`config.mk`:
```
export PLATFORM = sky130hd
export DESIGN_NAME = otg_ctrl
export DESIGN_NICKNAME = d
export VERILOG_FILES = /design/src/rtl/core/otg_pkg.sv /design/src/rtl/core/otg_ctrl.sv
export SDC_FILE = /design/constraint.sdc
export NUM_CORES = 1
export LEC_CHECK = 0
export ABC_AREA = 1
export BUFFER_PORTS_ARGS = -buffer_cell sky130_fd_sc_hd__clkbuf_2
export CORE_MARGIN = 10
export CORE_UTILIZATION = 49
export DETAILED_ROUTE_END_ITERATION = 16
export HOLD_SLACK_MARGIN = 0.02
export PLACE_DENSITY = 0.77
export SLEW_MARGIN = 20
export SYNTH_ARGS = -nofsm -noshare
export SYNTH_HDL_FRONTEND = slang
export SYNTH_SLANG_ARGS = --single-unit
```
`constraint.sdc`:
```
create_clock -name clk -period 1.49 [get_ports clk]
set_input_delay 0.2235 -clock clk [delete_from_list [all_inputs] [get_ports clk]]
set_output_delay 0.2235 -clock clk [all_outputs]
set_load 0.01 [all_outputs]
```
`src/rtl/core/otg_pkg.sv`:
```
// Shared types and constants for the OLED text glyph renderer.
// Used by otg_ctrl, otg_datapath and oled_text_glyph_renderer; no dependencies.
`timescale 1ns / 1ps
`default_nettype none

package otg_pkg;

  // Character codes with a special meaning.
  localparam logic [7:0] CHAR_BAR  = 8'h7C;
  localparam logic [7:0] CHAR_ONE  = 8'h31;
  localparam logic [7:0] CHAR_TWO  = 8'h32;
  localparam logic [7:0] CHAR_FOUR = 8'h34;

  // Glyph geometry: five columns, font starts at the space character.
  localparam logic [2:0] GLYPH_LAST_COL = 3'd4;
  localparam logic [9:0] GLYPH_BASE     = 10'd160;

  // Scale codes; the unused code draws at 1x.
  localparam logic [1:0] SCALE_1X = 2'd0;
  localparam logic [1:0] SCALE_2X = 2'd1;
  localparam logic [1:0] SCALE_4X = 2'd2;

  typedef struct packed {
    logic       mode;
    logic       start_string;
    logic [7:0] char_code;
    logic [9:0] font_index;
    logic [7:0] font_byte;
  } otg_in_t;

  typedef struct packed {
    logic [9:0] fb_address;
    logic [7:0] fb_byte;
    logic       last;
  } otg_out_t;

  // Controller to datapath.
  typedef struct packed {
    logic       take;
    logic       newline;
    logic       set_scale;
    logic       fetch;
    logic [2:0] fetch_col;
    logic       write;
    logic [1:0] sub;
    logic       advance;
    logic       flush;
  } otg_cmd_t;

  // Datapath to controller.
  typedef struct packed {
    logic       in_mode;
    logic       is_bar;
    logic       is_digit;
    logic       at_start;
    logic [1:0] scale;
    logic       push_ok;
  } otg_stat_t;

  // Each glyph bit becomes a vertical pair of pixels.
  function automatic logic [7:0] spread_nibble(input logic [3:0] nib);
    logic [7:0] r;
    r = 8'h00;
    if (nib[3]) r = r | 8'hc0;
    if (nib[2]) r = r | 8'h30;
    if (nib[1]) r = r | 8'h0c;
    if (nib[0]) r = r | 8'h03;
    return r;
  endfunction

endpackage

`default_nettype wire

```
`src/rtl/core/otg_ctrl.sv`:
```
// Sequencing state machine of the OLED text glyph renderer.
// Depends on otg_pkg; drives otg_datapath through command and status structs.
`timescale 1ns / 1ps
`default_nettype none

module otg_ctrl (
  input  logic              clk,
  input  logic              rst_n,
  input  logic              in_valid,
  output logic              in_stall,
  input  otg_pkg::otg_stat_t stat,
  output otg_pkg::otg_cmd_t  cmd
);
  import otg_pkg::*;

  typedef enum logic [1:0] {S_IDLE, S_DECIDE, S_WRITE, S_GAP} state_t;

  state_t     state_r, state_nxt;
  logic [2:0] col_r, col_nxt;
  logic [1:0] sub_r, sub_nxt;
  logic [1:0] sub_max;

  always_comb begin
    unique case (stat.scale)
      SCALE_2X: sub_max = 2'd1;
      SCALE_4X: sub_max = 2'd3;
      default:  sub_max = 2'd0;
    endcase
  end

  assign in_stall = (state_r != S_IDLE);

  always_comb begin
    state_nxt = state_r;
    col_nxt   = col_r;
    sub_nxt   = sub_r;
    cmd       = '0;
    cmd.sub   = sub_r;
    unique case (state_r)
      S_IDLE: begin
        cmd.take = in_valid;
        if (in_valid && stat.in_mode) begin
          state_nxt = S_DECIDE;
        end
      end
      S_DECIDE: begin
        if (stat.is_bar) begin
          cmd.newline = 1'b1;
          state_nxt   = S_IDLE;
        end else if (stat.at_start && stat.is_digit) begin
          cmd.set_scale = 1'b1;
          cmd.advance   = 1'b1;
          state_nxt     = S_IDLE;
        end else begin
          cmd.fetch     = 1'b1;
          cmd.fetch_col = 3'd0;
          col_nxt       = 3'd0;
          sub_nxt       = 2'd0;
          state_nxt     = S_WRITE;
        end
      end
      S_WRITE: begin
        if (stat.push_ok) begin
          cmd.write   = 1'b1;
          // The first two writes of a column move the pointer; the 4x
          // lower-page writes reuse the same two columns.
          cmd.advance = ~sub_r[1];
          if (sub_r == sub_max) begin
            sub_nxt = 2'd0;
            if (col_r == GLYPH_LAST_COL) begin
              state_nxt = S_GAP;
            end else begin
              // The next column is read while this one's last byte goes out.
              col_nxt       = col_r + 3'd1;
              cmd.fetch     = 1'b1;
              cmd.fetch_col = col_r + 3'd1;
            end
          end else begin
            sub_nxt = sub_r + 2'd1;
          end
        end
      end
      S_GAP: begin
        if (stat.push_ok) begin
          cmd.advance = 1'b1;
          cmd.flush   = 1'b1;
          state_nxt   = S_IDLE;
        end
      end
      default: state_nxt = S_IDLE;
    endcase
  end

  always_ff @(posedge clk) begin
    if (!rst_n) begin
      state_r <= S_IDLE;
      col_r   <= 3'd0;
      sub_r   <= 2'd0;
    end else begin
      state_r <= state_nxt;
      col_r   <= col_nxt;
      sub_r   <= sub_nxt;
    end
  end

  a_col_bound: assert property (@(posedge clk) disable iff (!rst_n)
    state_r == S_WRITE |-> col_r <= GLYPH_LAST_COL)
    else $error("column counter ran past the glyph");

  a_fetch_leads_write: assert property (@(posedge clk) disable iff (!rst_n)
    cmd.fetch |=> state_r == S_WRITE && sub_r == 2'd0)
    else $error("glyph read not followed by its first write");

endmodule

`default_nettype wire

```
# Word level (Yosys, flattened, before mapping)
# Cells that the tools add are included.
# Widths: inputs -> output; s select.
# op_classes
muxes,36
bitwise_logic,1
add_sub_neg,2
n_reduce_logical,8
eq_ne,15
# ops
op,n
$mux 2,13
$ne 2x2->1 const B,8
$mux 3,5
$mux 4,3
$mux 5,2
$pmux 2 s2,2
$pmux 2 s4,1
$pmux 4 s2,1
$mux 1,7
$eq 2x2->1 const B,3
$pmux 3 s2,1
$reduce_and 6->1,1
$reduce_and 5->1,1
$eq 2x1->1 const B,2
$reduce_and 4->1,1
$reduce_bool 2->1,2
$add 3x1->3 const B,1
$eq 3x3->1 const B,1
$pmux 1 s3,1
$add 2x1->2 const B,1
$eq 2x2->1,1
$logic_and 1x1->1,2
$logic_not 2->1,1
$not 1->1,1
# word_totals
word_cells,65
regBits,7
out_inout_bits,13
in_bits,10

# Longest topological paths before layout
# depth
word_depth,6
depth_mapped,11
ltp_nobuf,11

# Worst setup path after synthesis
# No wires, ideal clock.
# synth_timing
path_type,reg-to-output
from,register state_r[0]
to,output cmd[8] (netlist bit)
path_slack_ps,62
t_required_ps,1266
path_buffers,1
t_arrival_ps,1204
path_stages_with_launch,7
path_cell_list,dfxtp_1 inv_1 ha_1 buf_6 nand3_1 nand3b_1 o21ai_0
# synth_lines
element,line,source
"start, declared",otg_ctrl.sv:18,"state_t state_r, state_nxt;"
"start signal, assigned",otg_ctrl.sv:100,state_r <= state_nxt;
"end, declared",otg_ctrl.sv:12,output otg_pkg::otg_cmd_t cmd

==> impl_metrics.toml <==
[global_route]
grt_pass1_vias = 877
grt_pass1_wl_um = 3880
grt_overflow = 0
grt_max_degree = 7
grtUsageTotal = 0.140
antenna_found_initial = 0

[worst_hold_path]
hold_path_startpoint = "rst_n"
min_path_cells = 3
min_path_type = "input pin to flip-flop"

[synth]
synth_seq_cells = 7
synthMuxAreaShare = 0
synth_edf_count = 0
yosysTopAreaCellShare = 0.198
synth_fa_ha_area_frac = 0.122
yosys.area.top_type = "nand2_1"
avgSynthCellArea_um2 = 6.05
yosys_most_used_dff = "dfxtp_1"
ys_warn_count = 0
synth_compound_area_frac = 0.0522
yosysUniqueCellTypes = 19
syn_area_um2 = 719
synth_cells = 119
synth.most_common_cell = "nand2_1"
synthSimpleGateAreaFrac = 0.483
synth_common_cells = "38 x nand2_1, 18 x inv_1, 16 x nor2_1"
syn-num-nets = 136
async_flop_share = 0
ys_seq_area_frac = 0.195
synth_top_family_by_area = "simple AND/OR/NAND/NOR gates"
synth_xor_area_frac = 0.0122
ys_top_cells_by_area = "nand2_1 20%, dfxtp_1 19%, ha_1 12%"

[floorplan]
ios = 23
start_util = 0.533
core_area_um2 = 1350
die_area_um2 = 3400
die_x_um = 58.3
row_count = 13
dieHeight_um = 58.3

[timing]
period_share = 1.15
setup_viol = 9
maxSlewHeadroom = 0.825
period_minus_slack_ns = 1.71
worstMarginPinSlew_ns = 0.260
finalHoldViolations = 0
worst_slack_ns = -0.218
holdWs_ns = 0.295
finClkSkew_ns = 0.00387
max_freq_mhz = 586
slew_viol_final = 0
rsz0062_at_grt = "yes"

[power_and_ir_drop]
power_frac_comb = 0.737
power.share.switching = 0.487
vdd.ir_drop.worst_v = 0.00111
p_per_area_nw_per_um2 = 1670
p_clk_frac = 0.086
seqPwrFrac = 0.177
power.total_mw = 2.03
intPower_mw = 1.04
p_switching_uw = 990
power_leakage_nw = 0.656

[clocking]
clock_latency_ns = 0.26
clkTransAtPathRegs_ns = 0.05
tritoncts = "yes"
clockRootBuffer = "clkbuf_4"
cts.sinks = 7
clockBufferDepth = 2
hold_buffers = 0
cts_inserted_buffers = 3
h-tree-depth = 1

[run_status]
status = "finished, violations left"
violations = "setup timing"

[detailed_routing]
wl_met1_um = 1090
top_layer_used = "met4"
viasPerCell = 5.69
drt_wl_total_um = 3160
drcViolationCount = 0
postRouteAntennaNets = 0
dr_wl_met2_um = 1630
firstDrtPassIters = 4
drt_iter0_markers = 49
vias = 1035
wl_per_cell_um = 17.4
wl_met3_um = 281

[worst_setup_path]
worst-path-buf-inv = 2
cp_slowest_cell = "dfxtp_2"
path_depth = 7
path_cells = "inv_2 -> ha_4 -> nand2_4 -> nand3_4 -> nand3b_1 -> o21ai_1 -> buf_2"
cp_top_family = "simple AND/OR/NAND/NOR gates"
crit_required_ns = 1.27
worstSetupPathType = "flip-flop to output port"
worstPathArrival_ns = 1.48
startpoint = "col_r[1]"
endpoint_kind = "output port"
start_kind = "flip-flop"
crit_fanout = 4
reg2reg_from = "col_r[1]"
rr_worst_depth = 13
max_stage_delay_ns = 0.35

[finish]
n_antenna_cell = 0
drive_gt1_frac = 0.575
finalNetCount = 185
final_core_util = 0.903
area_growth_pct = 69.4

[flow_run]
maxCapViolations = 0

[placed_design]
io_buffers = 22
dp_hpwl_um = 1510
pre_cts_ws_ns = -0.112
gp_congestion = 0.795
## final timing paths
path	end	slack, ns
setup / recovery	cmd[8]	-0.22
hold / removal	col_r[0]	0.30
setup reg to reg	col_r[2]	-0.20
hold reg to reg	sub_r[1]	0.55
## placed cells by master (no fill, tap or decap), drive strengths merged
cell type / n
nand2: 46
buf: 29
inv: 23
clkbuf: 20
nor2: 17
ha: 7
dfxtp: 7
nand3: 5
a21oi: 4
nand4: 3
o21ai: 2
nand3b: 1
xnor2: 1
o31ai: 1
nor3: 1
## per-stage QoR
stage	instances	setup TNS (ns)	cell area [um2]
after floorplan	119	0	719
after global placement	161	-0.236	882
after detailed placement	161	-0.451	882
after CTS	176	-0.742	1080
after global routing	182	-2.14	1220
final	182	-1.51	1220
## worst register-to-register path, delay by kind of cell, from the launching register on
kind | cells | cell delay [ns]
and+or+nand+nor | 7 | 0.56
buffers and inverters | 5 | 0.54
DFF | 1 | 0.35
adders and majority gates | 1 | 0.16
## power groups by stage
stage / logic [mW] / registers [mW] / clock network, mW
floorplan: 0.631 / 0.309 / 0
global placement: 0.841 / 0.307 / 0
detailed placement: 0.862 / 0.313 / 0
CTS: 1.10 / 0.351 / 0.176
global route: 1.60 / 0.363 / 0.187
finish: 1.50 / 0.360 / 0.175
## final cells by class
type,count,area (um2)
Timing Repair Buffer,45,308
Tap cell,15,18.8
Sequential cell,7,153
Fill cell,55,131
Inverter,23,91.3
Multi-Input combinational cell,88,622
Clock buffer,4,26.3
## logic make-up (layout without fill, tap and decap cells)
group	Yosys count	in the layout
xor gates and xnor gates	1	1
and+or+nand+nor	73	73
DFF	7	7
buffers and inverters	24	72
AOI/OAI and AO/OA	7	7
adders and majority gates	7	7
## routing by layer
layer / vias up / GRT usage
li1: 456 / -
met1: 488 / 0.137
met2: 73 / 0.266
met3: 18 / 0.0536
met4: 0 / 0.0369
met5: - / 0
## what timing repair did
action                                  CTS  global route
pin swaps                                 5            16
endpoints found under the setup margin    9            13
resized for setup                        28            32
setup buffers                            11             7
(Power assumes the default switching activity.)
